**src/rtl/core/rcsfd_pkg.sv**
```systemverilog
// ----------------------------------------------------------------------------
// rcsfd_pkg
// Shared constants, types and controller state for the satellite frame decoder.
// ----------------------------------------------------------------------------
package rcsfd_pkg;

    // frame geometry
    localparam int FRAME_BYTES     = 16;
    localparam int WORDS_PER_FRAME = 7;

    localparam int ADDR_W = $clog2(FRAME_BYTES);                // store address
    localparam int POS_W  = $clog2(2 * WORDS_PER_FRAME + 2);    // word byte position
    localparam int WORD_W = $clog2(WORDS_PER_FRAME + 1);        // word counter

    // field widths
    localparam int BYTE_W  = 8;
    localparam int TIME_W  = 32;
    localparam int GAP_W   = 16;
    localparam int CHAN_W  = 4;
    localparam int VALUE_W = 11;

    // header and mode
    localparam logic [BYTE_W-1:0] STATUS_FIRST  = 8'h03;
    localparam logic [BYTE_W-1:0] STATUS_SECOND = 8'hB2;
    localparam int                MODE_BIT      = 4;
    localparam logic [GAP_W-1:0]  GAP_RESET     = 16'd2500;

    typedef enum logic [2:0] {
        ST_IDLE,
        ST_CHECK,
        ST_RD_HI,
        ST_RD_LO,
        ST_LOAD
    } t_state;

    // controller -> datapath
    typedef struct packed {
        logic take_byte;
        logic commit_frame;
        logic byte_sel;      // 0: high byte of the word, 1: low byte
        logic latch_hi;
        logic load_out;
    } t_cmd;

    // datapath -> controller
    typedef struct packed {
        logic frame_full;
        logic hdr_ok;
        logic word_last;
        logic out_busy;
    } t_sts;

endpackage

```
**src/rtl/core/rcsfd_ram.sv**
```systemverilog
// ----------------------------------------------------------------------------
// rcsfd_ram
// Generic RAM: one write port, one read port, registered read data.
// ----------------------------------------------------------------------------
module rcsfd_ram #(
    parameter int WIDTH = 8,
    parameter int DEPTH = 16
) (
    input  logic                     i_clk,
    input  logic                     i_we,
    input  logic [$clog2(DEPTH)-1:0] i_waddr,
    input  logic [WIDTH-1:0]         i_wdata,
    input  logic [$clog2(DEPTH)-1:0] i_raddr,
    output logic [WIDTH-1:0]         o_rdata
);

    logic [WIDTH-1:0] r_mem [DEPTH];
    logic [WIDTH-1:0] r_rdata;

    always_ff @(posedge i_clk) begin
        if (i_we) begin
            r_mem[i_waddr] <= i_wdata;
        end
        r_rdata <= r_mem[i_raddr];
    end

    assign o_rdata = r_rdata;

endmodule

```
**src/rtl/core/rcsfd_ctrl.sv**
```systemverilog
// ----------------------------------------------------------------------------
// rcsfd_ctrl
// Controller: byte intake, header check and per-word read/emit sequencing.
// ----------------------------------------------------------------------------
module rcsfd_ctrl (
    input  logic             i_clk,
    input  logic             i_rst_n,
    input  logic             i_in_valid,
    output logic             o_in_stall,
    input  rcsfd_pkg::t_sts  i_sts,
    output rcsfd_pkg::t_cmd  o_cmd
);

    rcsfd_pkg::t_state r_state;
    rcsfd_pkg::t_state n_state;

    always_ff @(posedge i_clk) begin
        if (!i_rst_n) begin
            r_state <= rcsfd_pkg::ST_IDLE;
        end else begin
            r_state <= n_state;
        end
    end

    always_comb begin
        n_state = r_state;
        case (r_state)
            rcsfd_pkg::ST_IDLE: begin
                if (i_in_valid && i_sts.frame_full) begin
                    n_state = rcsfd_pkg::ST_CHECK;
                end
            end
            rcsfd_pkg::ST_CHECK: begin
                n_state = i_sts.hdr_ok ? rcsfd_pkg::ST_RD_HI : rcsfd_pkg::ST_IDLE;
            end
            rcsfd_pkg::ST_RD_HI: n_state = rcsfd_pkg::ST_RD_LO;
            rcsfd_pkg::ST_RD_LO: n_state = rcsfd_pkg::ST_LOAD;
            rcsfd_pkg::ST_LOAD: begin
                if (!i_sts.out_busy) begin
                    n_state = i_sts.word_last ? rcsfd_pkg::ST_IDLE : rcsfd_pkg::ST_RD_HI;
                end
            end
            default: n_state = rcsfd_pkg::ST_IDLE;
        endcase
    end

    always_comb begin
        o_cmd      = '0;
        o_in_stall = 1'b1;
        case (r_state)
            rcsfd_pkg::ST_IDLE: begin
                o_in_stall      = 1'b0;
                o_cmd.take_byte = i_in_valid;
            end
            rcsfd_pkg::ST_CHECK: begin
                o_cmd.commit_frame = i_sts.hdr_ok;
            end
            rcsfd_pkg::ST_RD_HI: begin
                o_cmd.byte_sel = 1'b0;
            end
            rcsfd_pkg::ST_RD_LO: begin
                o_cmd.byte_sel = 1'b1;
                o_cmd.latch_hi = 1'b1;
            end
            rcsfd_pkg::ST_LOAD: begin
                o_cmd.byte_sel = 1'b1;      // hold address so read data stays
                o_cmd.load_out = !i_sts.out_busy;
            end
            default: begin
                o_cmd = '0;
            end
        endcase
    end

endmodule

```
**src/rtl/core/rcsfd_dp.sv**
```systemverilog
// ----------------------------------------------------------------------------
// rcsfd_dp
// Datapath: gap test, frame store, header registers, word decode, result reg.
// ----------------------------------------------------------------------------
module rcsfd_dp (
    input  logic                                   i_clk,
    input  logic                                   i_rst_n,
    input  logic                                   i_cfg_we,
    input  logic [rcsfd_pkg::GAP_W-1:0]            i_cfg_wdata,
    input  logic [rcsfd_pkg::BYTE_W-1:0]           i_rx_byte,
    input  logic [rcsfd_pkg::TIME_W-1:0]           i_time_now,
    input  rcsfd_pkg::t_cmd                        i_cmd,
    output rcsfd_pkg::t_sts                        o_sts,
    input  logic                                   i_out_stall,
    output logic                                   o_out_valid,
    output logic [rcsfd_pkg::CHAN_W-1:0]           o_channel_index,
    output logic signed [rcsfd_pkg::VALUE_W-1:0]   o_channel_value,
    output logic [rcsfd_pkg::TIME_W-1:0]           o_frame_interval,
    output logic                                   o_frame_last
);

    // control state
    logic [rcsfd_pkg::GAP_W-1:0]   r_gap_limit;
    logic [rcsfd_pkg::ADDR_W-1:0]  r_byte_count, n_byte_count;
    logic [rcsfd_pkg::TIME_W-1:0]  r_last_byte_time;
    logic [rcsfd_pkg::TIME_W-1:0]  r_last_frame_time;
    logic [rcsfd_pkg::WORD_W-1:0]  r_word;
    logic                          r_out_valid;

    // payload
    logic [rcsfd_pkg::BYTE_W-1:0]  r_s1, r_s2, r_hi;
    logic [rcsfd_pkg::TIME_W-1:0]  r_now, r_interval;
    logic                          r_rd_zero;
    logic [rcsfd_pkg::CHAN_W-1:0]  r_chan;
    logic [rcsfd_pkg::VALUE_W-1:0] r_value;
    logic [rcsfd_pkg::TIME_W-1:0]  r_res_interval;   // interval held with the result
    logic                          r_last;

    logic [rcsfd_pkg::TIME_W-1:0]  gap;
    logic [rcsfd_pkg::ADDR_W-1:0]  cnt_eff;
    logic                          full;
    logic [rcsfd_pkg::POS_W-1:0]   pos;
    logic                          pos_out;
    logic [rcsfd_pkg::ADDR_W-1:0]  raddr;
    logic [rcsfd_pkg::BYTE_W-1:0]  rdata, rd_byte;
    logic [15:0]                   word;
    logic                          ten_bit;
    logic [rcsfd_pkg::CHAN_W-1:0]  chan;
    logic [rcsfd_pkg::VALUE_W-1:0] value;

    // gap test and store position of the incoming byte
    always_comb begin
        gap     = i_time_now - r_last_byte_time;
        cnt_eff = (gap > {{(rcsfd_pkg::TIME_W-rcsfd_pkg::GAP_W){1'b0}}, r_gap_limit})
                  ? '0 : r_byte_count;
        full    = (cnt_eff == rcsfd_pkg::ADDR_W'(rcsfd_pkg::FRAME_BYTES - 1));
        n_byte_count = full ? '0 : cnt_eff + 1'b1;
    end

    // byte position of the current word half; beyond the frame reads as zero
    always_comb begin
        pos     = rcsfd_pkg::POS_W'(2) + {r_word, 1'b0} + rcsfd_pkg::POS_W'(i_cmd.byte_sel);
        pos_out = (32'(pos) >= rcsfd_pkg::FRAME_BYTES);
        raddr   = rcsfd_pkg::ADDR_W'(pos);
    end

    rcsfd_ram #(
        .WIDTH (rcsfd_pkg::BYTE_W),
        .DEPTH (rcsfd_pkg::FRAME_BYTES)
    ) u_store (
        .i_clk   (i_clk),
        .i_we    (i_cmd.take_byte),
        .i_waddr (cnt_eff),
        .i_wdata (i_rx_byte),
        .i_raddr (raddr),
        .o_rdata (rdata)
    );

    assign rd_byte = r_rd_zero ? '0 : rdata;

    // word decode; offset removal is an MSB flip
    always_comb begin
        word    = {r_hi, rd_byte};
        ten_bit = r_s2[rcsfd_pkg::MODE_BIT];
        if (ten_bit) begin
            chan  = word[13:10];
            value = {~word[9], word[8:0], 1'b0};
        end else begin
            chan  = word[14:11];
            value = {~word[10], word[9:0]};
        end
    end

    always_ff @(posedge i_clk) begin
        if (!i_rst_n) begin
            r_gap_limit       <= rcsfd_pkg::GAP_RESET;
            r_byte_count      <= '0;
            r_last_byte_time  <= '0;
            r_last_frame_time <= '0;
            r_word            <= '0;
            r_out_valid       <= 1'b0;
        end else begin
            if (i_cfg_we) begin
                r_gap_limit <= i_cfg_wdata;
            end
            if (i_cmd.take_byte) begin
                r_byte_count     <= n_byte_count;
                r_last_byte_time <= i_time_now;
            end
            if (i_cmd.commit_frame) begin
                r_last_frame_time <= r_now;
                r_word            <= '0;
            end else if (i_cmd.load_out) begin
                r_word <= r_word + 1'b1;
            end
            if (i_cmd.load_out) begin
                r_out_valid <= 1'b1;
            end else if (!i_out_stall) begin
                r_out_valid <= 1'b0;
            end
        end
    end

    always_ff @(posedge i_clk) begin
        r_rd_zero <= pos_out;
        if (i_cmd.take_byte) begin
            r_now <= i_time_now;
            if (cnt_eff == '0) begin
                r_s1 <= i_rx_byte;
            end
            if (cnt_eff == rcsfd_pkg::ADDR_W'(1)) begin
                r_s2 <= i_rx_byte;
            end
        end
        if (i_cmd.commit_frame) begin
            r_interval <= r_now - r_last_frame_time;
        end
        if (i_cmd.latch_hi) begin
            r_hi <= rd_byte;
        end
        // next frame may commit while the last result still waits
        if (i_cmd.load_out) begin
            r_chan         <= chan;
            r_value        <= value;
            r_res_interval <= r_interval;
            r_last         <= (r_word == rcsfd_pkg::WORD_W'(rcsfd_pkg::WORDS_PER_FRAME - 1));
        end
    end

    always_comb begin
        o_sts.frame_full = full;
        o_sts.hdr_ok     = (r_s1 == rcsfd_pkg::STATUS_FIRST) &&
                           (r_s2 == rcsfd_pkg::STATUS_SECOND);
        o_sts.word_last  = (r_word == rcsfd_pkg::WORD_W'(rcsfd_pkg::WORDS_PER_FRAME - 1));
        o_sts.out_busy   = r_out_valid && i_out_stall;
    end

    assign o_out_valid      = r_out_valid;
    assign o_channel_index  = r_chan;
    assign o_channel_value  = r_value;
    assign o_frame_interval = r_res_interval;
    assign o_frame_last     = r_last;

endmodule

```
**src/rtl/core/rc_satellite_frame_decoder.sv**
```systemverilog
// ----------------------------------------------------------------------------
// rc_satellite_frame_decoder
// Serial frame decoder for RC satellite receivers: bytes in, channels out.
// ----------------------------------------------------------------------------
//  channel  | direction | handshake               | payload
//  ---------+-----------+-------------------------+-------------------------------
//  in       | request   | i_in_valid / o_in_stall | i_rx_byte, i_time_now
//  out      | result    | o_out_valid/i_out_stall | o_channel_index, o_channel_value,
//           |           |                         | o_frame_interval, o_frame_last
//  cfg      | write     | i_cfg_we                | i_cfg_wdata (gap limit)
//
//  A byte request is taken in the cycle it is presented; a byte that does not
//  close a frame leaves the block ready again on the next cycle.
//  A byte that closes a frame is followed by the header check (a bad header
//  ends there), then per word by two reads through the one read port of the
//  frame store (states RD_HI and RD_LO) plus the load of the result register
//  (state LOAD).
//  The result register decouples the sides: once the last word is loaded, new
//  bytes are taken while it waits; a stalled result only holds the sequencer
//  when the next word is ready to load.
//  Reset (i_rst_n, synchronous, active low) clears the byte count, both time
//  stamps, the gap limit (back to 2500) and the state; the store needs none.
// ----------------------------------------------------------------------------
module rc_satellite_frame_decoder (
    input  logic                                   i_clk,
    input  logic                                   i_rst_n,
    // configuration
    input  logic                                   i_cfg_we,
    input  logic [rcsfd_pkg::GAP_W-1:0]            i_cfg_wdata,
    // byte requests
    input  logic                                   i_in_valid,
    output logic                                   o_in_stall,
    input  logic [rcsfd_pkg::BYTE_W-1:0]           i_rx_byte,
    input  logic [rcsfd_pkg::TIME_W-1:0]           i_time_now,
    // channel results
    output logic                                   o_out_valid,
    input  logic                                   i_out_stall,
    output logic [rcsfd_pkg::CHAN_W-1:0]           o_channel_index,
    output logic signed [rcsfd_pkg::VALUE_W-1:0]   o_channel_value,
    output logic [rcsfd_pkg::TIME_W-1:0]           o_frame_interval,
    output logic                                   o_frame_last
);

    rcsfd_pkg::t_cmd cmd;
    rcsfd_pkg::t_sts sts;

    // sequencer: intake, header check, word read/emit
    rcsfd_ctrl u_ctrl (
        .i_clk      (i_clk),
        .i_rst_n    (i_rst_n),
        .i_in_valid (i_in_valid),
        .o_in_stall (o_in_stall),
        .i_sts      (sts),
        .o_cmd      (cmd)
    );

    // storage, gap timing and decode
    rcsfd_dp u_dp (
        .i_clk            (i_clk),
        .i_rst_n          (i_rst_n),
        .i_cfg_we         (i_cfg_we),
        .i_cfg_wdata      (i_cfg_wdata),
        .i_rx_byte        (i_rx_byte),
        .i_time_now       (i_time_now),
        .i_cmd            (cmd),
        .o_sts            (sts),
        .i_out_stall      (i_out_stall),
        .o_out_valid      (o_out_valid),
        .o_channel_index  (o_channel_index),
        .o_channel_value  (o_channel_value),
        .o_frame_interval (o_frame_interval),
        .o_frame_last     (o_frame_last)
    );

endmodule
```
**config.mk**
```make
export PLATFORM = sky130hd
export DESIGN_NAME = rc_satellite_frame_decoder
export DESIGN_NICKNAME = d
export VERILOG_FILES = /design/src/rtl/core/rcsfd_pkg.sv /design/src/rtl/core/rcsfd_ram.sv /design/src/rtl/core/rcsfd_ctrl.sv /design/src/rtl/core/rcsfd_dp.sv /design/src/rtl/core/rc_satellite_frame_decoder.sv
export SDC_FILE = /design/constraint.sdc
export NUM_CORES = 1
export LEC_CHECK = 0
export CORE_ASPECT_RATIO = 0.9
export CORE_MARGIN = 5
export CORE_UTILIZATION = 45
export DETAILED_ROUTE_END_ITERATION = 7
export DONT_BUFFER_PORTS = 1
export GPL_ROUTABILITY_DRIVEN = 0
export PLACE_DENSITY = 0.6
export SLEW_MARGIN = 5
export SYNTH_ARGS = -nofsm -noshare
export SYNTH_HDL_FRONTEND = slang
export SYNTH_SLANG_ARGS = --single-unit
```
**constraint.sdc**
```tcl
create_clock -name i_clk -period 11.7 [get_ports i_clk]
set_clock_uncertainty 0.05 [all_clocks]
set_input_delay 1.755 -clock i_clk [delete_from_list [all_inputs] [get_ports i_clk]]
set_output_delay 1.755 -clock i_clk [all_outputs]
set_load 0.02 [all_outputs]
```
==> results of run 1 <==
-- through the flow --
stage | hold WS, ns | setup WS, ns | instance area (um2)
2_1_floorplan | 0.350 | 3.96 | 16100
3_3_place_gp | 0.354 | 3.62 | 16600
3_5_place_dp | 0.355 | 3.46 | 16600
4_1_cts | 0.369 | 4.00 | 18000
5_1_grt | 0.377 | 3.54 | 18000
6_report | 0.368 | 3.96 | 18000
-- worst max-delay path, cell delays in order --
cell      delay [ns]
ha_1            0.34
a21o_1          0.19
or3_4           0.33
o21a_1          0.20
a31oi_1         0.25
o21bai_1        0.09
a21oi_1         0.19
xnor2_1         0.16
ha_1            0.27
and3_1          0.20
a211o_1         0.29
a221oi_1        0.30
a22oi_1         0.16
or4_1           0.54
nor4_2          0.15
nand4_1         0.24
or3_1           0.71
nor2_1          0.26
ha_1            0.29
nand3_1         0.12
nor3_1          0.80
-- kinds of logic after synthesis --
group                      synth area share [%]
AOI/OAI and AO/OA                          9.14
adders and majority gates                  6.79
muxes                                      9.57
and+or+nand+nor                            9.45
DFF                                        58.5
buffers and inverters                      3.61
xor gates and xnor gates                   3.00
-- how the worst max path moves through the flow --
stage	from	endpoint	slack, ns	cells past startpoint
6_report	i_time_now[4]	u_dp.u_store.r_mem[15][3]	3.96	21
5_1_grt	i_time_now[4]	u_dp.u_store.r_mem[15][3]	3.54	21
3_5_place_dp	i_time_now[4]	u_dp.u_store.r_mem[15][3]	3.46	21
3_3_place_gp	i_time_now[4]	u_dp.u_store.r_mem[15][1]	3.62	21
2_1_floorplan	i_time_now[4]	u_dp.u_store.r_mem[11][0]	3.96	23
4_1_cts	i_time_now[4]	u_dp.u_store.r_mem[15][3]	4.00	21
-- layout by cell type (no fill, tap or decap), drive strengths merged, types with 11 or more instances in the layout --
| cell type | n |
|---|---|
| edfxtp | 247 |
| dfxtp | 99 |
| buf | 18 |
| nor4 | 16 |
| nand3 | 15 |
| mux4 | 40 |
| a21oi | 89 |
| mux2 | 14 |
| xnor2 | 35 |
| nor2b | 12 |
| xor2 | 20 |
| clkbuf | 50 |
| nand2b | 14 |
| ha | 84 |
| o21ai | 30 |
| nor2 | 79 |
| a21o | 23 |
| clkinv | 13 |
| mux2i | 48 |
| inv | 104 |
| nand4 | 11 |
| nand2 | 113 |
| o211ai | 12 |
-- metal layers --
layer	track usage [%]	wire length [um]	vias up
li1	-	-	4731
met1	26.5	17300	4696
met2	25.4	14700	252
met3	3.68	2040	50
met4	4.37	722	0
met5	0	0	-
-- registers in the layout, summed over array words and instances (netlist names), 3 cells and up --
name	flops
u_dp.r_interval	32
u_dp.r_now	32
u_dp.r_s1	7
u_dp.o_channel_value	11
u_dp.r_byte_count	4
u_dp.o_frame_interval	32
u_ctrl.r_state	3
u_dp.r_last_byte_time	32
u_dp.r_s2	7
u_dp.u_store.o_rdata	8
u_dp.r_last_frame_time	32
u_dp.r_word	3
u_dp.r_hi	7
u_dp.u_store.r_mem	114
u_dp.o_channel_index	4
u_dp.r_gap_limit	16
-- power groups by stage --
stage          Clock, W  Sequential (W)  Combinational, W
2_1_floorplan         0         0.00136          0.000182
3_3_place_gp          0         0.00137          0.000227
3_5_place_dp          0         0.00137          0.000229
4_1_cts         0.00128         0.00134          0.000231
5_1_grt         0.00134         0.00134          0.000263
6_report        0.00125         0.00134          0.000232
-- cell type report --
type                    instances  share of cell area [%]
flip-flops and latches        346                    52.3
multi-input cells             782                    34.1
clock buffers                  50                    6.01
well taps                     469                    3.27
inverters                     104                    2.17
clock inverters                19                    1.37
repair buffers                 18                   0.752
diodes                          1                  0.0139
==> results.yml, run 1 <==
floorplanning:
  start_util_pct: 45.7
  core_area_mm2: 0.0352
  die_w_um: 209
  dieArea_mm2: 0.0396
  ios: 111
  std_cell_rows: 65
  die_y_um: 189
setup_path:
  required_ns: 11.80
  worstPathArrival_ns: 7.84
  r2r_cells: 22
  r2r-end: "u_dp.u_store.r_mem[15][3]"
  worstSetupEndpointType: "register"
  crit_type: "in2reg"
  r2r-start: "u_dp.r_last_byte_time[4]"
  crit_path_start_kind: "primary input"
  rrSetupSlack_ns: 4.80
  worstPathMaxFanout: 23
power:
  power_density_mw_per_mm2: 157
  power_w: 0.00282
  p_comb_share_pct: 8.2
  leakagePower_nw: 6.30
  p_sw_share_pct: 22.4
  seq_power_share_pct: 47.5
  ir_drop_v: 0.000121
  power.switching_w: 0.000631
  intPower_w: 0.00219
  clockPowerShare_pct: 44.2
logic_synthesis:
  syn_area_per_cell_um2: 12.6
  ys_seq_area_share_pct: 58.5
  ys.flop_type: "edfxtp_1"
  async_reset_ff_share_pct: 0
  synth_top_cell_area_share_pct: 46.1
  synthMostInstantiatedCell: "edfxtp_1"
  syn_nets: 1424
  synth_seq_cells: 346
  synth_edf_count: 247
  yosysUniqueCellTypes: 73
  post-synth-top-area-cell: "edfxtp_1"
  synth_commonest_cells: "edfxtp_1 (247), nand2_1 (113), inv_1 (102)"
  yosys_warnings: 0
  syn_inst: 1277
  syn-cell-area_mm2: 0.0161
  ys_top_cells_by_area: "edfxtp_1 (46%), dfxtp_1 (12%), ha_1 (6.5%)"
timing:
  hold_violations: 0
  slew_viol_final: 0
  tns_ns: 0
  relSlewSlack_pct: 31.4
  fin_crit_sh_pct: 66.1
  period_needed_ns: 7.74
  rsz0062_at_grt: "false"
  timing.fmax_mhz: 129
  setup_viol: 0
  worst_pin_slew_ns: 1.02
final_layout:
  seq_area_mm2: 0.00940
  fin_cells: 1789
  drive_gt1_share_pct: 11.8
  fillers: 3000
  fin_nets: 1437
  utilization_pct: 51.0
  multi_input_area_mm2: 0.00612
  area_delta_synth_final_pct: 11.7
clocking:
  cts_resized: 0
  worstSkewPairLatency_ns: 0.54
  numCtsBuffers: 38
  path_clk_slew_ns: 0.06
  cts_sinks: 346
  post_cts_buffers: 0
  cts_tree: "yes"
  h-tree-depth: 2
  cts-root-buf: "clkbuf_16"
  cts_hold_repair.buffers: 0
  clk_path_buf_depth: 3
routing:
  dr.pass1.iters: 7
  drcViolationCount: 0
  final_antenna_net_count: 0
  avgRoutedWirePerCell_um: 19.4
  drt_first_iter_violations: 826
  vias: 9729
  vias_per_cell: 5.44
  wl_um: 34800
flow_run:
  maxCapViolCount: 0
hold_path:
  hold_class: "reg2reg"
  hold_start: "u_dp.r_interval[6]"
  holdPathStages: 0
  holdPathEnd: "u_dp.o_frame_interval[6]"
global_route:
  grt_first_pass_wirelength_um: 54800
  grtUsageTotal_pct: 17.4
  grt_pass1_vias: 9415
  grt_start_max_net_pins: 67
  antenna_found_initial: 0
  overflow: 0
placement:
  dp_cells: 1719
  portBuffers: 0
  place_hpwl_um: 24400
status:
  outcome: "completed"
(Power assumes the default switching activity.)
==> run 2: changes to the inputs <==
Clock period 11.7 ns to 7.8 ns, I/O delays scaled along.
==> results.yml, run 2 (synthesized netlist as in run 1, its figures left out) <==
placement:
  place_hpwl_um: 25000
  portBuffers: 0
clocking:
  cts_sinks: 346
  cts-root-buf: "clkbuf_16"
  cts_resized: 0
  cts_tree: "yes"
  h-tree-depth: 2
  post_cts_buffers: 0
  numCtsBuffers: 38
  clk_path_buf_depth: 3
  cts_hold_repair.buffers: 0
  worstSkewPairLatency_ns: 0.54
  path_clk_slew_ns: 0.06
floorplanning:
  start_util_pct: 45.7
  std_cell_rows: 65
  die_y_um: 189
  ios: 111
  core_area_mm2: 0.0352
  dieArea_mm2: 0.0396
  die_w_um: 209
timing:
  setup_viol: 0
  timing.fmax_mhz: 151
  whs_ns: 0.365
  period_needed_ns: 6.62
  hold_violations: 0
  slew_viol_final: 0
  rsz0062_at_grt: "false"
  fin_crit_sh_pct: 84.9
  relSlewSlack_pct: 35.7
  tns_ns: 0
  worst_pin_slew_ns: 0.965
routing:
  dr.pass1.iters: 5
  final_antenna_net_count: 0
  vias: 9745
  wl_um: 35100
  drcViolationCount: 0
  vias_per_cell: 5.45
  avgRoutedWirePerCell_um: 19.6
  drt_first_iter_violations: 627
final_layout:
  fillers: 3042
  fin_nets: 1438
  drive_gt1_share_pct: 11.6
  diodes: 0
  utilization_pct: 50.9
  top_register: "u_dp.u_store.r_mem"
  largest_reg_flops: 114
  layout_commonest_cell: "edfxtp_1"
  area_delta_synth_final_pct: 11.5
  final_cell_mix: "edfxtp_1 (247), nand2_1 (112), inv_1 (101)"
setup_path:
  r2r-start: "u_dp.r_last_byte_time[4]"
  worstPathMaxFanout: 11
  r2r-end: "u_dp.u_store.r_mem[11][3]"
  rrSetupSlack_ns: 1.45
  crit_type: "in2reg"
  crit_path_start_kind: "primary input"
  required_ns: 7.98
  worstPathArrival_ns: 6.80
  r2r_cells: 23
  worstSetupEndpointType: "register"
global_route:
  overflow: 0
  grt_start_max_net_pins: 66
  grtUsageTotal_pct: 17.7
  grt_pass1_vias: 9468
  grt_first_pass_wirelength_um: 55500
  antenna_found_initial: 0
hold_path:
  holdPathStages: 0
  hold_start: "u_dp.r_interval[6]"
  hold_class: "reg2reg"
  holdPathEnd: "u_dp.o_frame_interval[6]"
power:
  leakagePower_nw: 6.27
  ir_drop_v: 0.000123
  power_density_mw_per_mm2: 234
flow_run:
  maxCapViolCount: 0
status:
  outcome: "completed"
run 2: cell count changes in the layout (fill, tap and decap cells not counted), sizes merged:
cell	change
inv	+1
clkinvlp	+3
buf	+1
clkinv	-5
diode	-1
clkbuf	+1
run 2: per-stage QoR:
step,cells,setup WS [ns],total power [W],cell area (um2)
floorplan,1277,0.643,0.00232,16100
global placement,1720,0.774,0.00239,16600
detailed placement,1720,0.650,0.00239,16600
CTS,1789,1.17,0.00425,17900
global route,1789,0.785,0.00438,17900
finish,1789,1.18,0.00419,17900
run 2: how the worst max path moves through the flow:
stage,start,to,slack [ns],cells past startpoint
after global routing,i_time_now[4],u_dp.u_store.r_mem[11][0],0.79,22
final,i_time_now[4],u_dp.u_store.r_mem[11][3],1.18,22
after floorplan,i_time_now[4],u_dp.u_store.r_mem[11][0],0.64,23
after CTS,i_time_now[4],u_dp.u_store.r_mem[11][6],1.17,22
after global placement,i_time_now[4],u_dp.u_store.r_mem[7][6],0.77,22
after detailed placement,i_time_now[4],u_dp.u_store.r_mem[11][4],0.65,22
run 2: area by class of cell:
class	count	area [um2]	area share, %
clock buffers	51	1060	5.92
well taps	469	587	3.27
inverters	104	390	2.18
flip-flops and latches	346	9400	52.4
repair buffers	19	143	0.795
multi-input cells	782	6130	34.2
clock inverters	18	224	1.25
run 2: report_power, final:
part	switching, W	internal, W
clock network	0.000712	0.00112
logic	0.000202	0.000144
registers	0.0000176	0.00199
run 2: worst max-delay path, stage by stage:
cell	delay, ns
ha_1	0.34
a21o_1	0.20
or3_4	0.33
o21a_1	0.20
a31oi_1	0.26
o21bai_1	0.09
a21oi_1	0.18
xnor2_1	0.16
ha_1	0.27
and3_1	0.20
a211o_1	0.29
a221oi_1	0.28
a22oi_1	0.15
or4_1	0.55
nor4_2	0.15
nand4_1	0.26
or3_1	0.57
nor2_1	0.20
ha_1	0.29
inv_1	0.12
nor4_1	0.32
buf_4	0.23
run 2: layer usage:
layer | part of all wire [%] | track usage [%]
met3 | 5.4 | 3.58
met5 | 0 | 0
met2 | 43 | 25.7
met1 | 49 | 26.7
met4 | 2.8 | 5.67
==> run 3: changes to the inputs <==
Settings changed: PLACE_DENSITY 0.6 to 0.62.
Clock period 7.8 ns to 5.8 ns, I/O delays scaled along.
==> results.yml, run 3 (synthesized netlist as in run 1, its figures left out) <==
final_layout:
  layout_commonest_cell: "edfxtp_1"
  area_delta_synth_final_pct: 15.0
  diodes: 0
  final_cell_mix: "edfxtp_1 (247), nand2_1 (111), dfxtp_1 (98)"
  utilization_pct: 52.5
  top_register: "u_dp.u_store.r_mem"
  largest_reg_flops: 114
  design_area_mm2: 0.0185
  fin_nets: 1478
  fillers: 2949
  drive_gt1_share_pct: 16.7
setup_path:
  r2r-end: "u_dp.u_store.r_mem[9][2]"
  cp_slowest_cell: "or4_1"
  worstPathBufferInverterCount: 5
  required_ns: 5.98
  worstPathArrival_ns: 5.78
  critical_path_cell_count: 25
  worstPathMaxFanout: 10
  worstSetupStartpoint: "u_dp.r_last_byte_time[4]"
  rrSetupSlack_ns: 0.19
  endpoint: "u_dp.u_store.r_mem[9][2]"
  r2r-start: "u_dp.r_last_byte_time[4]"
  worstSetupEndpointType: "register"
  crit_type: "reg2reg"
  r2r_cells: 25
  critPathTopFamily: "simple AND/OR/NAND/NOR gates"
  crit_path_start_kind: "register"
  slowest_delay_ns: 0.49
clocking:
  clk_path_buf_depth: 3
  path_clk_slew_ns: 0.06
  cts_tree: "yes"
  cts_hold_repair.buffers: 0
  cts_sinks: 346
  worstSkewPairLatency_ns: 0.52
  cts-root-buf: "clkbuf_16"
  h-tree-depth: 2
  numCtsBuffers: 38
floorplanning:
  ios: 111
  die_w_um: 209
  die_y_um: 189
  std_cell_rows: 65
  dieArea_mm2: 0.0396
  core_area_mm2: 0.0352
  start_util_pct: 45.7
global_route:
  grt_pass1_vias: 9613
  overflow: 0
  grtUsageTotal_pct: 17.9
  antenna_found_initial: 0
  grt_first_pass_wirelength_um: 55900
  grt_start_max_net_pins: 63
timing:
  fin_ws_ns: 0.194
  tns_ns: 0
  slew_viol_final: 0
  whs_ns: 0.366
  relSlewSlack_pct: 37.7
  setup_viol: 0
  timing.fmax_mhz: 178
  period_needed_ns: 5.61
  fin_crit_sh_pct: 96.7
  worst_pin_slew_ns: 0.930
  hold_violations: 0
placement:
  place_hpwl_um: 26000
  portBuffers: 0
  dpl_cell_area_mm2: 0.0172
  place_ws_ns: -0.399
routing:
  wl_um: 36000
  final_antenna_net_count: 0
  drcViolationCount: 0
  dr.pass1.iters: 5
  drt_first_iter_violations: 541
  vias: 9927
  avgRoutedWirePerCell_um: 19.7
  vias_per_cell: 5.43
flow_run:
  maxCapViolCount: 0
power:
  ir_drop_v: 0.000207
  leakagePower_nw: 6.53
  power_density_mw_per_mm2: 298
hold_path:
  hold_class: "reg2reg"
status:
  outcome: "completed"
[run 3: cell count changes in the layout (fill, tap and decap cells not counted), sizes merged]
cell      delta
bufinv       -3
clkbuf       -2
clkinv       +5
clkinvlp     -1
buf         +40
[run 3: per-stage QoR]
stage / total power, W / std cells
detailed placement: 0.00326 / 1760
CTS: 0.00557 / 1828
global placement: 0.00325 / 1760
floorplan: 0.00312 / 1277
global route: 0.00576 / 1828
finish: 0.00551 / 1828
[run 3: how the worst min path moves through the flow]
stage                                   start                        end  slack (ns)  cells after the start
after global placement    u_dp.r_interval[26]  u_dp.o_frame_interval[26]        0.35                      0
final                     u_dp.r_interval[21]  u_dp.o_frame_interval[21]        0.37                      0
after detailed placement  u_dp.r_interval[14]  u_dp.o_frame_interval[14]        0.35                      0
after CTS                        i_rx_byte[5]   u_dp.u_store.r_mem[9][5]        0.37                      0
after global routing            i_time_now[4]              u_dp.r_now[4]        0.37                      0
after floorplan            u_dp.r_interval[0]   u_dp.o_frame_interval[0]        0.35                      0
[run 3: metal layers]
layer | vias to the layer above | GRT usage [%] | routed length [um]
met5 | - | 0 | 0
met4 | 0 | 5.04 | 862
met3 | 55 | 4.62 | 2510
met2 | 300 | 26.7 | 15800
met1 | 4763 | 26.0 | 16800
li1 | 4809 | - | -
[run 3: timing repair]
| item | 4_1_cts | 5_1_grt |
|---|---|---|
| setup endpoints to repair | 0 | 108 |
| resized for setup | 0 | 13 |
| setup buffers | 0 | 0 |
[run 3: power by group]
group | switching [W] | total [W] | internal [W]
Combinational | 0.000286 | 0.000512 | 0.000225
Sequential | 0.0000236 | 0.00271 | 0.00268
Clock | 0.000938 | 0.00229 | 0.00135
[run 3: cell type report]
type	count	area, um2	share of cell area (%)
sequential	346	9400	50.9
multi-input combinational	782	6400	34.6
clock buffer	49	1030	5.59
tap	469	587	3.17
timing repair buffer	59	509	2.76
inverter	104	398	2.15
clock inverter	19	159	0.860
